### src/rtl/core/ntw_pkg.sv
// ----------------------------------------------------------------------------
// ntw_pkg: shared types and constants of the number-to-word token block
// token codes, command codes, queue entry layout and sequencer states
// ----------------------------------------------------------------------------
package ntw_pkg;

  localparam int unsigned ValueW    = 30;
  localparam int unsigned WordW     = 5;
  localparam int unsigned DigitW    = 4;
  localparam int unsigned NumDigits = 9;
  localparam int unsigned BcdW      = NumDigits * DigitW;
  localparam int unsigned ConvBits  = 3;
  localparam int unsigned ConvSteps = ValueW / ConvBits;
  localparam int unsigned CntW      = $clog2(ConvSteps);
  localparam int unsigned NumSlots  = 14;
  localparam int unsigned QDepth    = 2;
  localparam int unsigned QPtrW     = $clog2(QDepth);
  localparam int unsigned QCntW     = $clog2(QDepth + 1);

  localparam logic [ValueW-1:0] NumMax    = ValueW'(999999999);
  localparam logic [6:0]        TwoDigMax = 7'd99;
  localparam logic [6:0]        HourFold  = 7'd12;
  localparam logic [6:0]        HourMin   = 7'd13;

  typedef logic [WordW-1:0] word_t;

  localparam word_t TokZero     = 5'd0;
  localparam word_t TokTen      = 5'd10;
  localparam word_t TokTwenty   = 5'd20;
  localparam word_t TokHundred  = 5'd28;
  localparam word_t TokThousand = 5'd29;
  localparam word_t TokMillion  = 5'd30;

  typedef enum logic [1:0] {
    CMD_NUMBER  = 2'd0,
    CMD_HOURS   = 2'd1,
    CMD_MINUTES = 2'd2,
    CMD_NONE    = 2'd3
  } cmd_e;

  typedef enum logic [1:0] {
    FS_IDLE,
    FS_CONV,
    FS_PUSH
  } front_state_e;

  // one queued run: token per slot and which slots are spoken
  typedef struct packed {
    logic [NumSlots-1:0]             mask;
    logic [NumSlots-1:0][WordW-1:0]  tok;
  } entry_t;

  // queue status seen by producer and consumer
  typedef struct packed {
    logic full;
    logic empty;
  } q_stat_t;

endpackage

### src/rtl/core/ntw_intf.sv
// ----------------------------------------------------------------------------
// ntw_intf: request and token channel interfaces
// valid/ready channels carrying the command request and the word tokens
// ----------------------------------------------------------------------------
interface ntw_req_if;
  logic        valid;
  logic        ready;
  logic [1:0]  command;
  logic [29:0] value;

  modport source (output valid, output command, output value, input ready);
  modport sink   (input valid, input command, input value, output ready);
endinterface

interface ntw_tok_if;
  logic       valid;
  logic       ready;
  logic [4:0] word;
  logic       last;

  modport source (output valid, output word, output last, input ready);
  modport sink   (input valid, input word, input last, output ready);
endinterface

### src/rtl/core/ntw_front.sv
// ----------------------------------------------------------------------------
// ntw_front: request intake, decimal conversion and token planning
// clamps and folds the value, converts it to bcd three bits a cycle and
// pushes a per-slot token plan into the queue
// ----------------------------------------------------------------------------
module ntw_front
  import ntw_pkg::*;
(
  input  logic       clk_i,
  input  logic       rst_ni,
  input  logic       twelve_hour_i,
  ntw_req_if.sink    req_i,
  input  q_stat_t    q_stat_i,
  output logic       push_o,
  output entry_t     entry_o
);

  front_state_e state_q, state_d;
  logic [CntW-1:0]   cnt_q;
  logic [ValueW-1:0] bin_q, bin_d;
  logic [BcdW-1:0]   bcd_q, bcd_d;
  logic [1:0]        cmd_q;
  logic              accept;
  logic              start;
  logic [ValueW-1:0] load_val;
  logic [6:0]        two_val;

  assign accept = req_i.valid && req_i.ready;
  assign start  = accept && (req_i.command != CMD_NONE);

  // next state
  always_comb begin
    state_d = state_q;
    case (state_q)
      FS_IDLE: begin
        if (start) state_d = FS_CONV;
      end
      FS_CONV: begin
        if (cnt_q == CntW'(ConvSteps - 1)) state_d = FS_PUSH;
      end
      FS_PUSH: begin
        if (!q_stat_i.full) state_d = start ? FS_CONV : FS_IDLE;
      end
      default: state_d = FS_IDLE;
    endcase
  end

  // outputs
  always_comb begin
    req_i.ready = 1'b0;
    push_o      = 1'b0;
    case (state_q)
      FS_IDLE: req_i.ready = 1'b1;
      FS_CONV: req_i.ready = 1'b0;
      FS_PUSH: begin
        push_o      = !q_stat_i.full;
        req_i.ready = !q_stat_i.full;
      end
      default: req_i.ready = 1'b0;
    endcase
  end

  // clamp and twelve-hour fold on the way in
  always_comb begin
    two_val = (req_i.value > ValueW'(TwoDigMax)) ? TwoDigMax : req_i.value[6:0];
    if (req_i.command == CMD_HOURS && twelve_hour_i && two_val >= HourMin) begin
      two_val = two_val - HourFold;
    end
    if (req_i.command == CMD_NUMBER) begin
      load_val = (req_i.value > NumMax) ? NumMax : req_i.value;
    end else begin
      load_val = ValueW'(two_val);
    end
  end

  // double dabble, three bits per cycle
  always_comb begin
    logic [BcdW-1:0]   b;
    logic [ValueW-1:0] x;
    b = bcd_q;
    x = bin_q;
    for (int s = 0; s < ConvBits; s++) begin
      for (int k = 0; k < NumDigits; k++) begin
        if (b[k*DigitW +: DigitW] >= 4'd5) begin
          b[k*DigitW +: DigitW] = b[k*DigitW +: DigitW] + 4'd3;
        end
      end
      b = {b[BcdW-2:0], x[ValueW-1]};
      x = {x[ValueW-2:0], 1'b0};
    end
    bcd_d = b;
    bin_d = x;
  end

  always_ff @(posedge clk_i or negedge rst_ni) begin
    if (!rst_ni) begin
      state_q <= FS_IDLE;
      cnt_q   <= '0;
    end else begin
      state_q <= state_d;
      if (start) begin
        cnt_q <= '0;
      end else if (state_q == FS_CONV) begin
        cnt_q <= cnt_q + CntW'(1);
      end
    end
  end

  always_ff @(posedge clk_i) begin
    if (start) begin
      bin_q <= load_val;
      bcd_q <= '0;
      cmd_q <= req_i.command;
    end else if (state_q == FS_CONV) begin
      bin_q <= bin_d;
      bcd_q <= bcd_d;
    end
  end

  // slot plan per group: hundreds digit, hundred, tens word, units digit, and a scale word for the two upper groups
  always_comb begin
    logic [DigitW-1:0] h, t, u;
    logic              nz;
    int unsigned       base;
    entry_o = '0;
    for (int g = 0; g < 3; g++) begin
      h    = bcd_q[(3*g+2)*DigitW +: DigitW];
      t    = bcd_q[(3*g+1)*DigitW +: DigitW];
      u    = bcd_q[(3*g)*DigitW +: DigitW];
      nz   = (h != '0) || (t != '0) || (u != '0);
      base = (2 - g) * 5;
      entry_o.tok[base]      = WordW'(h);
      entry_o.mask[base]     = (h != '0);
      entry_o.tok[base+1]    = TokHundred;
      entry_o.mask[base+1]   = (h != '0);
      entry_o.tok[base+2]    = (t == 4'd1) ? (TokTen + WordW'(u))
                                           : (TokTwenty + WordW'(t) - WordW'(2));
      entry_o.mask[base+2]   = (t != '0);
      entry_o.tok[base+3]    = WordW'(u);
      entry_o.mask[base+3]   = (t != 4'd1) && (u != '0);
      if (g != 0) begin
        entry_o.tok[base+4]  = (g == 2) ? TokMillion : TokThousand;
        entry_o.mask[base+4] = nz;
      end
    end
    // whole value zero: a lone zero token
    if (bcd_q == '0) begin
      entry_o.tok[13]  = TokZero;
      entry_o.mask[13] = 1'b1;
    end
    // lone minute digit gets a leading zero in the tens slot
    if (cmd_q == CMD_MINUTES && bcd_q[7:4] == '0 && bcd_q[3:0] != '0) begin
      entry_o.tok[12]  = TokZero;
      entry_o.mask[12] = 1'b1;
    end
  end

  a_push_nonempty: assert property (@(posedge clk_i) disable iff (!rst_ni)
    push_o |-> (entry_o.mask != '0))
    else $error("front pushed an empty token plan");

  a_conv_count: assert property (@(posedge clk_i) disable iff (!rst_ni)
    (state_q == FS_CONV) |-> (cnt_q < CntW'(ConvSteps)))
    else $error("conversion step count out of range");

endmodule

### src/rtl/core/ntw_queue.sv
// ----------------------------------------------------------------------------
// ntw_queue: short plan queue between front and back
// two-entry fifo of token plans
// ----------------------------------------------------------------------------
module ntw_queue
  import ntw_pkg::*;
(
  input  logic    clk_i,
  input  logic    rst_ni,
  input  logic    push_i,
  input  entry_t  entry_i,
  input  logic    pop_i,
  output entry_t  head_o,
  output q_stat_t stat_o
);

  entry_t           mem_q [QDepth];
  logic [QPtrW-1:0] wr_ptr_q, rd_ptr_q;
  logic [QCntW-1:0] cnt_q;

  assign stat_o.full  = (cnt_q == QCntW'(QDepth));
  assign stat_o.empty = (cnt_q == '0);
  assign head_o       = mem_q[rd_ptr_q];

  always_ff @(posedge clk_i or negedge rst_ni) begin
    if (!rst_ni) begin
      wr_ptr_q <= '0;
      rd_ptr_q <= '0;
      cnt_q    <= '0;
    end else begin
      if (push_i) wr_ptr_q <= wr_ptr_q + QPtrW'(1);
      if (pop_i)  rd_ptr_q <= rd_ptr_q + QPtrW'(1);
      if (push_i && !pop_i) begin
        cnt_q <= cnt_q + QCntW'(1);
      end else if (pop_i && !push_i) begin
        cnt_q <= cnt_q - QCntW'(1);
      end
    end
  end

  always_ff @(posedge clk_i) begin
    if (push_i) mem_q[wr_ptr_q] <= entry_i;
  end

  a_no_overflow: assert property (@(posedge clk_i) disable iff (!rst_ni)
    push_i |-> !stat_o.full)
    else $error("push into full queue");

  a_no_underflow: assert property (@(posedge clk_i) disable iff (!rst_ni)
    pop_i |-> !stat_o.empty)
    else $error("pop from empty queue");

endmodule

### src/rtl/core/ntw_back.sv
// ----------------------------------------------------------------------------
// ntw_back: token sequencer
// walks the head plan slot by slot into a registered token output
// ----------------------------------------------------------------------------
module ntw_back
  import ntw_pkg::*;
(
  input  logic       clk_i,
  input  logic       rst_ni,
  input  entry_t     head_i,
  input  q_stat_t    q_stat_i,
  output logic       pop_o,
  ntw_tok_if.source  tok_o
);

  logic [NumSlots-1:0] done_q;
  logic [NumSlots-1:0] rem, pick;
  word_t               pick_word;
  logic                pick_last;
  logic                fire;
  logic                valid_q;
  word_t               word_q;
  logic                last_q;

  assign rem       = head_i.mask & ~done_q;
  assign pick      = rem & (~rem + NumSlots'(1));
  assign pick_last = ((rem & ~pick) == '0);
  assign fire      = !q_stat_i.empty && (!valid_q || tok_o.ready);
  assign pop_o     = fire && pick_last;

  always_comb begin
    pick_word = '0;
    for (int i = 0; i < NumSlots; i++) begin
      pick_word = pick_word | (head_i.tok[i] & {WordW{pick[i]}});
    end
  end

  always_ff @(posedge clk_i or negedge rst_ni) begin
    if (!rst_ni) begin
      valid_q <= 1'b0;
      done_q  <= '0;
    end else begin
      if (fire) begin
        valid_q <= 1'b1;
        done_q  <= pick_last ? '0 : (done_q | pick);
      end else if (tok_o.ready) begin
        valid_q <= 1'b0;
      end
    end
  end

  always_ff @(posedge clk_i) begin
    if (fire) begin
      word_q <= pick_word;
      last_q <= pick_last;
    end
  end

  assign tok_o.valid = valid_q;
  assign tok_o.word  = word_q;
  assign tok_o.last  = last_q;

  a_fire_has_slot: assert property (@(posedge clk_i) disable iff (!rst_ni)
    fire |-> (rem != '0))
    else $error("sequencer fired with no slot left");

  a_pop_marks_last: assert property (@(posedge clk_i) disable iff (!rst_ni)
    pop_o |=> (valid_q && last_q && done_q == '0))
    else $error("run end not flagged on the token output");

endmodule

### src/rtl/core/number_to_word_tokens.sv
// ----------------------------------------------------------------------------
// number_to_word_tokens: binary value to spoken-word token runs
// first token path: bcd conversion steps, queue push, output register
// intake: a new request is taken only after the previous conversion ends,
//   limited by the 3-bit-per-cycle bcd converter; tokens leave one per cycle
//   while a plan is queued and the output is ready, up to 14 per request
// reset: 24-hour mode, queue empty, no token pending
// ----------------------------------------------------------------------------
module number_to_word_tokens
  import ntw_pkg::*;
(
  input  logic      clk_i,
  input  logic      rst_ni,
  input  logic      cfg_we_i,
  input  logic      cfg_wdata_i,
  ntw_req_if.sink   req_i,
  ntw_tok_if.source tok_o
);

  // twelve-hour fold enable, to be written only while idle; the block itself does not enforce this
  logic    twelve_hour_q;

  // front to queue
  logic    push;
  entry_t  entry;

  // queue to back
  logic    pop;
  entry_t  head;
  q_stat_t q_stat;

  always_ff @(posedge clk_i or negedge rst_ni) begin
    if (!rst_ni) begin
      twelve_hour_q <= 1'b0;
    end else if (cfg_we_i) begin
      twelve_hour_q <= cfg_wdata_i;
    end
  end

  // front: clamp, fold, bcd convert, plan token slots
  ntw_front u_front (
    .clk_i         (clk_i),
    .rst_ni        (rst_ni),
    .twelve_hour_i (twelve_hour_q),
    .req_i         (req_i),
    .q_stat_i      (q_stat),
    .push_o        (push),
    .entry_o       (entry)
  );

  // two plans deep so conversion overlaps token output
  ntw_queue u_queue (
    .clk_i   (clk_i),
    .rst_ni  (rst_ni),
    .push_i  (push),
    .entry_i (entry),
    .pop_i   (pop),
    .head_o  (head),
    .stat_o  (q_stat)
  );

  // back: one token per cycle from the head plan while the token output is ready
  ntw_back u_back (
    .clk_i    (clk_i),
    .rst_ni   (rst_ni),
    .head_i   (head),
    .q_stat_i (q_stat),
    .pop_o    (pop),
    .tok_o    (tok_o)
  );

endmodule
### src/flat_wrapper.sv
// flat-port wrapper written by rule: the top's interface ports become plain ports
module number_to_word_tokens_flat import ntw_pkg::*;
  (clk_i, rst_ni, cfg_we_i, cfg_wdata_i, req_i_valid, req_i_command, req_i_value, req_i_ready, tok_o_valid, tok_o_word, tok_o_last, tok_o_ready);
  ntw_req_if req_i_i ();
  ntw_tok_if tok_o_i ();
  input  logic clk_i;
  input  logic rst_ni;
  input  logic cfg_we_i;
  input  logic cfg_wdata_i;
  input wire logic [$bits(req_i_i.valid)-1:0] req_i_valid;
  input wire logic [$bits(req_i_i.command)-1:0] req_i_command;
  input wire logic [$bits(req_i_i.value)-1:0] req_i_value;
  output wire logic [$bits(req_i_i.ready)-1:0] req_i_ready;
  output wire logic [$bits(tok_o_i.valid)-1:0] tok_o_valid;
  output wire logic [$bits(tok_o_i.word)-1:0] tok_o_word;
  output wire logic [$bits(tok_o_i.last)-1:0] tok_o_last;
  input wire logic [$bits(tok_o_i.ready)-1:0] tok_o_ready;
  assign req_i_i.valid = req_i_valid;
  assign req_i_i.command = req_i_command;
  assign req_i_i.value = req_i_value;
  assign req_i_ready = req_i_i.ready;
  assign tok_o_valid = tok_o_i.valid;
  assign tok_o_word = tok_o_i.word;
  assign tok_o_last = tok_o_i.last;
  assign tok_o_i.ready = tok_o_ready;
  number_to_word_tokens u_core (.clk_i(clk_i), .rst_ni(rst_ni), .cfg_we_i(cfg_we_i), .cfg_wdata_i(cfg_wdata_i), .req_i(req_i_i), .tok_o(tok_o_i));
endmodule
### config.mk
export PLATFORM = sky130hd
export DESIGN_NAME = number_to_word_tokens_flat
export DESIGN_NICKNAME = d
export VERILOG_FILES = /design/src/rtl/core/ntw_pkg.sv /design/src/rtl/core/ntw_intf.sv /design/src/rtl/core/ntw_front.sv /design/src/rtl/core/ntw_queue.sv /design/src/rtl/core/ntw_back.sv /design/src/rtl/core/number_to_word_tokens.sv /design/src/flat_wrapper.sv
export SDC_FILE = /design/constraint.sdc
export NUM_CORES = 1
export LEC_CHECK = 0
export ABC_AREA = 0
export CAP_MARGIN = 15
export CORE_MARGIN = 3
export CORE_UTILIZATION = 25
export CTS_CLUSTER_SIZE = 20
export DETAILED_ROUTE_END_ITERATION = 8
export DONT_BUFFER_PORTS = 1
export REMOVE_ABC_BUFFERS = 1
export SYNTH_ARGS = -nofsm -noshare
export SYNTH_HDL_FRONTEND = slang
export SYNTH_HIERARCHICAL = 1
export SYNTH_SLANG_ARGS = --single-unit
### constraint.sdc
create_clock -name clk_i -period 11.1 [get_ports clk_i]
set_clock_uncertainty 0.05 [all_clocks]
set_input_delay 2.22 -clock clk_i [delete_from_list [all_inputs] [get_ports clk_i]]
set_output_delay 2.22 -clock clk_i [all_outputs]
set_load 0.01 [all_outputs]
# After elaboration in Yosys (flattened, before gate mapping)
# Memory sizes are Yosys's and may differ from the RTL's.
# Index checks and enable logic that the tools add are counted.
# classes
addsub	43
order_cmp	30
n_eq_ne	16
muxes	56
bitwise	34
reduce_logical	42
# op_table
operator	count
30-bit 2-to-1 mux	4
4-bit by 3-bit >= comparator with 1-bit output (second input constant)	27
4-bit 2-to-1 mux	27
4-bit by 2-bit adder with 4-bit output (second input constant)	24
5-bit OR	13
5-bit bitwise AND	9
14-bit bitwise AND	3
14-bit inverter	3
36-bit logical NOT	1
4-bit nonzero test	9
30-bit greater-than comparator (second input constant)	1
30-bit by 7-bit greater-than comparator with 1-bit output (second input constant)	1
5-bit bitwise AND (first input constant)	5
5-bit 2-to-1 mux	4
4-bit by 4-bit adder with 5-bit output (first input constant)	3
5-bit by 4-bit adder with 5-bit output (first input constant)	3
5-bit by 2-bit subtractor with 5-bit output (second input constant)	3
14-bit by 1-bit adder with 14-bit output (second input constant)	1
14-bit logical NOT	1
14-bit 2-to-1 mux	1
7-bit 2-to-1 mux	2
14-bit OR	1
1-bit logical AND	13
4-bit by 1-bit equality test with 1-bit output (second input constant)	3
other kinds (23)	59
# totals
register_bits	100
ramBits	106
in_bits	38
output_inout_bits	8
word_cells	235
n_memories	1
# memory_table
memory	words	word_bits	read_ports	rd_ports_with_merged_regs	write_ports	line	rtl
u_core.u_queue.mem_q	2	53	1	0	1	ntw_queue.sv:17	entry_t mem_q [QDepth];

# Logic depth before layout (Yosys ltp)
# Gate-level depths: netlist of run 1.
# logic_depth
ltp_word	19
depth_mapped	18
ltp_nobuf	18

# Cells and area by module
# The synthesis of run 1 kept the hierarchy.
# by_module_without_submodules
mod	n_inst	cells_each	area_per_inst_um2
ntw_front	1	871	7173.1
ntw_queue	1	277	6256.0
ntw_back	1	205	1669.1
number_to_word_tokens	1	2	40.0

# Worst setup path after synthesis of run 1
# No wires, ideal clock.
# synth_path
path_type	register to register
startpoint	register u_core.u_queue.cnt_q[1]
endpoint	memory u_core/u_queue/mem_q[0][0] (netlist bit) (enable)
setup_time_ps	537
arrival_ps	4670
path_slack_ps	5843
path_stages_with_launch	4
n_path_buf	0
cell_sequence	dfrtp_1 nor2b_1 nor3b_1 nor2b_1
# synth_lines
item	line	rtl
start: declaration	ntw_queue.sv:19	logic [QCntW-1:0] cnt_q;
start signal: assignment	ntw_queue.sv:34	cnt_q <= cnt_q + QCntW'(1);
start signal: assignment	ntw_queue.sv:36	cnt_q <= cnt_q - QCntW'(1);
end: declaration	ntw_queue.sv:17	

# Final worst setup path of run 1
# layout_path
startpoint	input port req_i_value[4]
endpoint	register u_core.u_front.bin_q[3], data pin
# layout_between
elab_chain_len	7
elab_cells_between_ends	10
cone_classes	add/sub: 1; order compare: 3; mux: 5; reduce/logical: 1
# layout_lines
item	line	rtl
start: declaration	flat_wrapper.sv:12	input wire logic [$bits(req_i_i.value)-1:0] req_i_value;
30-bit by 7-bit greater-than comparator with 1-bit output	ntw_front.sv:65	two_val = (req_i.value > ValueW'(TwoDigMax)) ? TwoDigMax : req_i.value[6:0];
7-bit 2-to-1 mux	ntw_front.sv:65	
7-bit by 4-bit >= comparator with 1-bit output	ntw_front.sv:66	if (req_i.command == CMD_HOURS && twelve_hour_i && two_val >= HourMin) begin
1-bit logical AND	ntw_front.sv:66	
7-bit 2-to-1 mux	ntw_front.sv:66	
30-bit 2-to-1 mux (*)	ntw_front.sv:69	if (req_i.command == CMD_NUMBER) begin
30-bit 2-to-1 mux (*)	ntw_front.sv:110	if (start) begin
end signal: assignment	ntw_front.sv:111	bin_q <= load_val;
end signal: assignment	ntw_front.sv:115	bin_q <= bin_d;
end: declaration	ntw_front.sv:20	logic [ValueW-1:0] bin_q, bin_d;
# Every way passes the cells marked *; elsewhere a longest branch is shown, timed or not.
# A chain may end at the register's enable or synchronous reset.

==> results of run 1 <==
-- stage by stage --
stage | cells | hold slack [ns]
3_5_place_dp | 2054 | 0.402
4_1_cts | 2107 | 0.419
6_report | 2109 | 0.419
5_1_grt | 2108 | 0.440
2_1_floorplan | 1273 | 0.368
3_3_place_gp | 2054 | 0.381
-- layout by cell type (no fill, tap or decap), types with 8 or more instances in the layout --
cell	n
a211oi_1	14
a21oi_1	54
a221oi_1	9
a22o_1	13
a22oi_1	12
a31oi_1	37
buf_4	8
clkbuf_16	29
conb_1	31
dfrtp_1	25
dfxtp_1	36
edfxtp_1	206
ha_1	78
inv_1	60
mux2_1	51
mux2_2	44
mux2i_1	36
nand2_1	92
nand2b_1	39
nand3_1	47
nor2_1	77
nor2b_1	33
nor3_1	15
nor3b_1	16
nor4_1	10
o21ai_0	54
o21ai_1	12
xnor2_1	30
xor2_1	11
-- registers in the layout, indices dropped and copies added, names as in the netlist --
register and count:
u_core/u_queue/wr_ptr_q 1, u_core/u_back/done_q 14, u_core/u_front/bin_q 30, u_core/u_front/bcd_q 36, u_core/u_back/tok_o.valid 1, u_core/u_back/tok_o.word 5
u_core/u_front/cnt_q 4, u_core/u_queue/cnt_q 2, u_core/u_queue/rd_ptr_q 1, u_core/u_front/cmd_q 2, u_core/u_queue/mem_q 168, u_core/u_front/state_q 2
u_core/u_back/tok_o.last 1, u_core/twelve_hour_q 1
-- metal layers --
| layer | share of wire [%] | wire length, µm | vias up | track usage (%) |
|---|---|---|---|---|
| met4 | 2.2 | 735 | 0 | 2.42 |
| met5 | 0 | 0 | - | 0 |
| li1 | - | - | 4844 | - |
| met3 | 4.5 | 1490 | 50 | 1.61 |
| met1 | 47 | 15400 | 4844 | 13.9 |
| met2 | 47 | 15400 | 213 | 16.9 |
-- critical path, delay by kind of cell --
| family | cells | cell delay [ns] |
|---|---|---|
| and+or+nand+nor | 7 | 1.25 |
| AOI/OAI and AO/OA | 3 | 1.23 |
| adders and majority gates | 1 | 0.20 |
-- final timing paths --
kind / start / to / slack, ns / depth (start not counted)
max in group asynchronous: rst_ni / u_core/u_queue/rd_ptr_q / 9.59 / 0
worst max register to register: u_core/u_queue/rd_ptr_q / u_core/u_queue/cnt_q[1] / 6.54 / 10
worst max-delay path: req_i_value[4] / u_core/u_front/bin_q[3] / 6.43 / 11
min in group asynchronous: rst_ni / u_core/u_back/tok_o.valid / 1.30 / 0
worst min-delay path: u_core/u_front/bin_q[27] / u_core/u_front/bcd_q[0] / 0.42 / 2
worst min register to register: u_core/u_front/bin_q[27] / u_core/u_front/bcd_q[0] / 0.42 / 2
-- logic make-up (layout without fill, tap and decap cells) --
| kind of cell | count (synthesis) | in the layout | share of synthesized area [%] |
|---|---|---|---|
| AO/OA/AOI/OAI | 275 | 275 | 12.1 |
| XOR/XNOR | 41 | 41 | 2.37 |
| adder cells (fa/ha/maj) | 79 | 79 | 6.51 |
| buffers and inverters | 174 | 125 | 6.22 |
| flip-flops | 268 | 268 | 49.9 |
| multiplexers | 134 | 134 | 9.79 |
| other | 2 | 32 | 0.0496 |
| AND/OR/NAND/NOR | 382 | 382 | 13.1 |
-- final cells by class --
class	count	area share, %
Multi-Input combinational cell	942	40.7
Sequential cell	268	45.5
Inverter	63	1.42
Tap cell	773	5.82
Clock inverter	21	1.55
Timing Repair Buffer	9	0.527
Clock buffer	32	4.44
Antenna cell	1	0.0151
==> qor.csv, run 1 <==
metric,value,unit
initial drt markers,737,
GRT Residual Overflow,0,
number of vias per cell,4.72,
"Core Util, Final",27.9,%
routed wire length,33.0,mm
Worst Hold Class,register to register,
Post-synth EDFFs,206,
drt drc,0,
Core Rows,89,
crit path launch type,primary input,
slowest cell on the critical path,o311ai_0,
crit path DAT,4.91,ns
top post-synthesis cells by count,"edfxtp_1, nand2_1, ha_1",
Layout area overhead,9.73,%
final worst path period share,42.1,%
average size of a mapped cell,11.2,µm²
most frequent cell after synthesis,edfxtp_1,
layout cells sized above 1,9.29,%
I/O pin count,46,
hold_buf cts,0,
async set-reset flop share out of synthesis,9.70,%
Clock transition at path regs,0.06,ns
clock sink count,268,
Final ANT Viol Nets,0,
post_cts resized,0,
HPWL after detailed placement,23.2,mm
die area,63500,µm²
sequential share of the synthesized area,49.9,%
Max Cap Viol,0,
Initial Util,25.5,%
clock buffer depth,3,
Reg area,7560,µm²
"Top FF cell, synth",edfxtp_1,
fin worst setup slack,6.43,ns
CTS tree,done,
area of the multi-input gates,6760,µm²
GP Congestion,0.869,
Setup WS pre-CTS,5.81,ns
Synth area leader,edfxtp_1,
worst path cell trace,o311ai_0 -> and4b_1 -> and2_1 -> ha_1 -> nand2b_1 -> a21oi_1 -> nor4_1 -> nor2_1 -> nor2b_1 -> a2111oi_0 -> nor3_1,
FMAX,214,MHz
I/O Buffers,0,
design area,16600,µm²
Die Span X,252,µm
root buf cell,clkbuf_16,
1st-pass router iterations,7,
Crit Path Category,primary input to register,
Slew HR,26.3,%
Post-CTS Setup Repair Bufs,0,
Mapped Cells,1355,
Final Max Slew Viols,0,
initial antenna violation count,0,
CP peak stage delay,0.66,ns
Die H,252,µm
"Net count, final",1429,
Crit Path Max Fanout,10,
Tot GR Track Use,10.2,%
via count,9951,
slew at the pin with the worst max-slew slack,1.11,ns
Period minus WS final,4.67,ns
Final setup viols,0,
Mapped Area,15100,µm²
largest net degree at the start of global routing,85,
CTS H-tree lvls,1,
largest cells by area after synthesis,"edfxtp_1, ha_1, dfxtp_1",
core box area,59500,µm²
Fill cells,6170,
endpoint class of the critical path,register,
"Distinct cells, synth",90,
final setup TNS,0,ns
vias in the first global route,9852,
clk_lat worst skew,0.55,ns
synth warn,6,
Worst EP required,11.34,ns
WL per Instance,15.7,µm
Synth Register Bits,268,
RSZ-0062 raised after global routing,false,
CTS Buf Count,29,
"Hold Vio Cnt, Final",0,
outcome,"complete, no violations",
first-pass GRT wire length,53.0,mm
"Cell Area, Placed",15600,µm²
post-synth top area share,40.9,%
Power of run 1 is left out: the tool's default activity adds up to more than one toggle a clock period on the data nets, which glitch-free logic cannot reach.
==> inputs of run 2 (changes only) <==
==> constraint.sdc (replaced) <==
create_clock -name clk_i -period 3.8 [get_ports clk_i]
set_clock_uncertainty 0.05 [all_clocks]
set_input_delay 0.76 -clock clk_i [delete_from_list [all_inputs] [get_ports clk_i]]
set_output_delay 0.76 -clock clk_i [all_outputs]
set_load 0.01 [all_outputs]
==> qor.csv, run 2 (synthesis results as in run 1) <==
metric,value,unit,change
outcome,"complete, no violations",,
vias in the first global route,10100,,+2.6%
Crit Path Category,register to register,,
hold_ws,0.245,ns,-0.174 ns
GRT Residual Overflow,0,,unchanged
area of the multi-input gates,6920,µm²,+2.4%
FMAX,279,MHz,
Max Cap Viol,0,,unchanged
WL per Instance,15.7,µm,+0.26%
Worst EP required,4.23,ns,-7.11 ns
CP peak stage delay,0.40,ns,-0.26 ns
biggest regs,"u_core/u_queue/mem_q: 168 flops, u_core/u_front/bcd_q: 36 flops, u_core/u_front/bin_q: 30 flops",,
1st-pass router iterations,5,,-2
Die Span X,252,µm,unchanged
"commonest non-fill, non-tap cell in the layout",edfxtp_1,,
Initial Util,25.5,%,unchanged
Tot GR Track Use,10.3,%,+0.12 points
RSZ-0062 raised after global routing,true,,
root buf cell,clkbuf_16,,
Fill cells,6145,,-0.41%
endpoint class of the critical path,register,,
"CP delay by family, top",compound AO/OA/AOI/OAI gates,,
Layout area overhead,13.1,%,
crit path DAT,4.01,ns,-0.90 ns
crit path launch type,register,,
Clock transition at path regs,0.06,ns,about the same
via count,10100,,+1.7%
buffers and inverters on the worst path,2,,+2
Crit Path Max Fanout,6,,-4
Worst Hold Class,primary input to register,,
I/O Buffers,0,,unchanged
routed wire length,33.9,mm,+2.5%
CTS H-tree lvls,1,,unchanged
clock buffer depth,3,,unchanged
largest net degree at the start of global routing,48,,-44%
I/O pin count,46,,unchanged
number of vias per cell,4.69,,-0.58%
CTS tree,done,,
Final Max Slew Viols,0,,unchanged
slew at the pin with the worst max-slew slack,0.899,ns,-0.207 ns
Period minus WS final,3.58,ns,
"Hold Vio Cnt, Final",0,,unchanged
slowest cell on the critical path,dfxtp_1,,
Reg area,7570,µm²,about the same
Post-Layout Cell Count,2157,,+2.3%
clock sink count,268,,unchanged
"Core Util, Final",28.8,%,+0.86 points
Core Rows,89,,unchanged
Die H,252,µm,unchanged
drt drc,0,,unchanged
number of flip-flops under the largest register name,168,,unchanged
Slew HR,39.9,%,+14 points
Final ANT Viol Nets,0,,unchanged
CTS Buf Count,29,,unchanged
die area,63500,µm²,unchanged
"Net count, final",1477,,+3.4%
worst path cell trace,inv_2 -> ha_1 -> nand2b_1 -> a21oi_2 -> xnor2_2 -> ha_2 -> nor2b_1 -> o22ai_1 -> a22oi_2 -> nand2_1 -> xnor2_1 -> inv_1 -> ha_1 -> nand2b_1 -> a31oi_2 -> mux2_2 -> o22ai_1,,
initial antenna violation count,1,,+1
core box area,59500,µm²,unchanged
most frequent cells in the layout,"edfxtp_1, nand2_1, nor2_1",,
clk_lat worst skew,0.57,ns,+0.02 ns
initial drt markers,631,,-14%
final setup TNS,0,ns,unchanged
HPWL after detailed placement,23.9,mm,+3.1%
final worst path period share,94.2,%,
largest register by flop count,u_core/u_queue/mem_q,,
Final setup viols,0,,unchanged
first-pass GRT wire length,53.5,mm,+0.86%
GP Congestion,0.838,,-3.6%
layout cells sized above 1,14.5,%,+5.2 points
DP Cell Count,2096,,+2.0%
-- run 2: repair_timing --
item	CTS	global route
endpoints found under the hold margin	26	0
resized for setup	2	38
endpoints found under the setup margin	2	20
buffers inserted	0	5
pin swaps	0	5
hold buffers	2	0
-- run 2: worst register-to-register path, cell delays in order (launching register included) --
cell	delay, ns
dfxtp_1	0.40
inv_2	0.10
ha_1	0.21
nand2b_1	0.17
a21oi_2	0.21
xnor2_2	0.17
ha_2	0.25
nor2b_1	0.14
o22ai_1	0.08
a22oi_2	0.19
nand2_1	0.10
xnor2_1	0.19
inv_1	0.11
ha_1	0.18
nand2b_1	0.18
a31oi_2	0.27
mux2_2	0.37
o22ai_1	0.11
-- run 2: final timing paths --
check                                           to  slack, ns  cells past startpoint                      from
max                        u_core/u_front/bcd_q[2]       0.22                     17   u_core/u_front/bcd_q[1]
max in group asynchronous  u_core/u_queue/rd_ptr_q       2.87                      2                    rst_ni
max reg2reg                u_core/u_front/bcd_q[2]       0.22                     17   u_core/u_front/bcd_q[1]
min reg2reg                u_core/u_front/bcd_q[0]       0.41                      2  u_core/u_front/bin_q[27]
min in group asynchronous  u_core/u_back/done_q[8]       0.64                      2                    rst_ni
min                        u_core/u_front/cmd_q[0]       0.25                      0          req_i_command[0]
-- run 2: routing by layer --
layer  global-route usage (%)  up-vias  share of wire [%]
met5                        0        -                  0
met4                     2.18        0                1.9
met3                     1.78       50                4.5
met2                     17.6      210                 48
met1                     13.6     4931                 46
li1                         -     4927                  -
-- run 2: cell type report --
| type | count | area share [%] |
|---|---|---|
| Multi-Input combinational cell | 942 | 40.4 |
| Sequential cell | 268 | 44.2 |
| Antenna cell | 1 | 0.0146 |
| Inverter | 63 | 1.38 |
| Timing Repair Buffer | 57 | 2.73 |
| Clock buffer | 34 | 4.41 |
| Clock inverter | 19 | 1.20 |
| Tap cell | 773 | 5.65 |
-- run 2: through the flow --
| stage | instance area [µm²] | setup WS (ns) |
|---|---|---|
| CTS | 16900 | 0.0177 |
| detailed placement | 15900 | -0.0638 |
| global route | 17100 | -0.0493 |
| floorplan | 14500 | -1.54 |
| global placement | 15900 | 0.0823 |
| finish | 17100 | 0.219 |
Power of run 2 is left out for the same reason.
==> inputs of run 3 (changes only) <==
--- a/config.mk
+++ b/config.mk
@@ -12,6 +12,7 @@
 export CTS_CLUSTER_SIZE = 20
 export DETAILED_ROUTE_END_ITERATION = 8
 export DONT_BUFFER_PORTS = 1
+export RECOVER_POWER = 50
 export REMOVE_ABC_BUFFERS = 1
 export SYNTH_ARGS = -nofsm -noshare
 export SYNTH_HDL_FRONTEND = slang
==> constraint.sdc (replaced) <==
create_clock -name clk_i -period 4.2 [get_ports clk_i]
set_clock_uncertainty 0.05 [all_clocks]
set_input_delay 0.84 -clock clk_i [delete_from_list [all_inputs] [get_ports clk_i]]
set_output_delay 0.84 -clock clk_i [all_outputs]
set_load 0.01 [all_outputs]
==> qor.csv, run 3 (synthesis results as in run 1) <==
metric,value,unit,change
CTS tree,done,,
initial antenna violation count,1,,unchanged
Crit Path Category,register to register,,
endpoint class of the critical path,register,,
number of vias per cell,4.72,,+0.53%
Fill cells,6128,,-0.28%
clock buffer depth,3,,unchanged
Post-CTS Setup Repair Bufs,0,,unchanged
design area,16900,µm²,-1.4%
"Net count, final",1445,,-2.2%
crit path DAT,4.27,ns,+0.26 ns
Crit Path Max Fanout,6,,unchanged
largest net degree at the start of global routing,51,,+6.3%
slowest cell on the critical path,dfxtp_1,,
outcome,"finished, violations left",,
Core Rows,89,,unchanged
Die Span X,252,µm,unchanged
initial drt markers,607,,-3.8%
clk_lat worst skew,0.57,ns,about the same
HPWL after detailed placement,22.8,mm,-4.8%
CTS H-tree lvls,1,,unchanged
core box area,59500,µm²,unchanged
most frequent CP cell,ha_1,,
largest register by flop count,u_core/u_queue/mem_q,,
root buf cell,clkbuf_16,,
CP peak stage delay,0.40,ns,about the same
Worst EP required,4.57,ns,+0.34 ns
Final ANT Viol Nets,0,,unchanged
"Cell Area, Placed",15700,µm²,-1.2%
Initial Util,25.5,%,unchanged
first-pass GRT wire length,52.0,mm,-2.8%
drt drc,0,,unchanged
vias in the first global route,9949,,-1.6%
buffers and inverters on the worst path,2,,unchanged
Layout area overhead,11.5,%,
"CP delay by family, top",compound AO/OA/AOI/OAI gates,,
"setup slack, reg-to-reg",0.30,ns,+0.08 ns
CTS Buf Count,30,,+3.4%
slew at the pin with the worst max-slew slack,2.42,ns,+1.52 ns
Die H,252,µm,unchanged
Final setup viols,0,,unchanged
Clock transition at path regs,0.06,ns,about the same
Tot GR Track Use,9.96,%,-0.32 points
FMAX,257,MHz,-8.1%
Worst Hold Class,primary input to register,,
Final Max Slew Viols,62,,+62
GP Congestion,0.861,,+2.8%
GRT Residual Overflow,0,,unchanged
routed wire length,32.4,mm,-4.4%
Period minus WS final,3.90,ns,+0.316 ns
clock sink count,268,,unchanged
via count,10000,,-0.87%
number of flip-flops under the largest register name,168,,unchanged
I/O pin count,46,,unchanged
"Hold Vio Cnt, Final",0,,unchanged
crit path launch type,register,,
"commonest non-fill, non-tap cell in the layout",edfxtp_1,,
layout cells sized above 1,10.5,%,-4.0 points
final worst path period share,92.8,%,-1.5 points
Slew HR,-61.2,%,-100 points
die area,63500,µm²,unchanged
WL per Instance,15.2,µm,-3.0%
most frequent cells in the layout,"edfxtp_1, nand2_1, nor2_1, ha_1, inv_1",,
worst path cell trace,inv_1 -> ha_1 -> nand2b_1 -> a21oi_2 -> xnor2_1 -> ha_1 -> nand2b_1 -> a311o_1 -> nor3_2 -> xor2_1 -> inv_1 -> ha_1 -> nor2b_1 -> o21ai_1 -> mux2i_1 -> o21ai_0,,
1st-pass router iterations,5,,unchanged
Max Cap Viol,2,,+2
failing checks,"max-capacitance violations, max-slew violations",,
I/O Buffers,0,,unchanged
biggest regs,"u_core/u_queue/mem_q: 168 flops, u_core/u_front/bcd_q: 36 flops, u_core/u_front/bin_q: 30 flops",,
-- run 3: cell count changes in the layout (fill, tap and decap cells not counted), moves of 3 or more --
cell       delta
clkbuf_1      +4
and2_0        +3
xnor2_1       +5
o31ai_2       -3
o31ai_1       +4
inv_2         -3
ha_2          -5
xnor2_2       -5
inv_1         +3
ha_1          +5
buf_4        -36
clkinv_1      -6
bufinv_16     +6
-- run 3: timing repair --
item                                    in CTS  in global routing
hold buffers                                 1                  0
gates resized for setup                      0                  7
endpoints found under the setup margin       0                  7
endpoints found under the hold margin       26                  0
-- run 3: per-layer routing --
metal,vias to the layer above,GRT usage [%],share of wire [%]
met5,-,0,0
met4,0,3.05,3.0
met3,64,1.48,3.8
met2,231,16.6,46
met1,4879,13.4,47
li1,4856,-,-
-- run 3: metrics by stage --
| step | TNS [ns] | setup slack, ns | hold slack, ns | utilization [%] | cells |
|---|---|---|---|---|---|
| 6_report | 0 | 0.302 | 0.328 | 28.4 | 2127 |
| 5_1_grt | -0.0283 | -0.0283 | 0.296 | 28.4 | 2126 |
| 4_1_cts | 0 | 0.154 | 0.0274 | 28.4 | 2126 |
| 3_5_place_dp | 0 | 0.139 | 0.415 | 26.4 | 2069 |
| 3_3_place_gp | 0 | 0.188 | 0.424 | 26.4 | 2069 |
| 2_1_floorplan | -99.13 | -1.14 | 0.368 | - | 1273 |
-- run 3: worst paths after layout --
check / from / endpoint / cells after the start
max: u_core/u_front/bcd_q[29] / u_core/u_front/bcd_q[30] / 16
min: req_i_command[1] / u_core/u_front/cmd_q[1] / 0
max reg2reg: u_core/u_front/bcd_q[29] / u_core/u_front/bcd_q[30] / 16
min reg2reg: u_core/u_front/bin_q[27] / u_core/u_front/bcd_q[0] / 2
max in group asynchronous: rst_ni / u_core/u_queue/rd_ptr_q / 1
min in group asynchronous: rst_ni / u_core/u_back/done_q[3] / 1
-- run 3: final cells by class --
cell class | count | area [µm²] | area share (%)
Tap cell | 773 | 967 | 5.73
Clock buffer | 33 | 762 | 4.51
Timing Repair Buffer | 24 | 171 | 1.02
Inverter | 63 | 236 | 1.40
Antenna cell | 1 | 2.50 | 0.0148
Clock inverter | 23 | 402 | 2.38
Sequential cell | 268 | 7560 | 44.8
Multi-Input combinational cell | 942 | 6780 | 40.1
Power of run 3 is left out for the same reason.
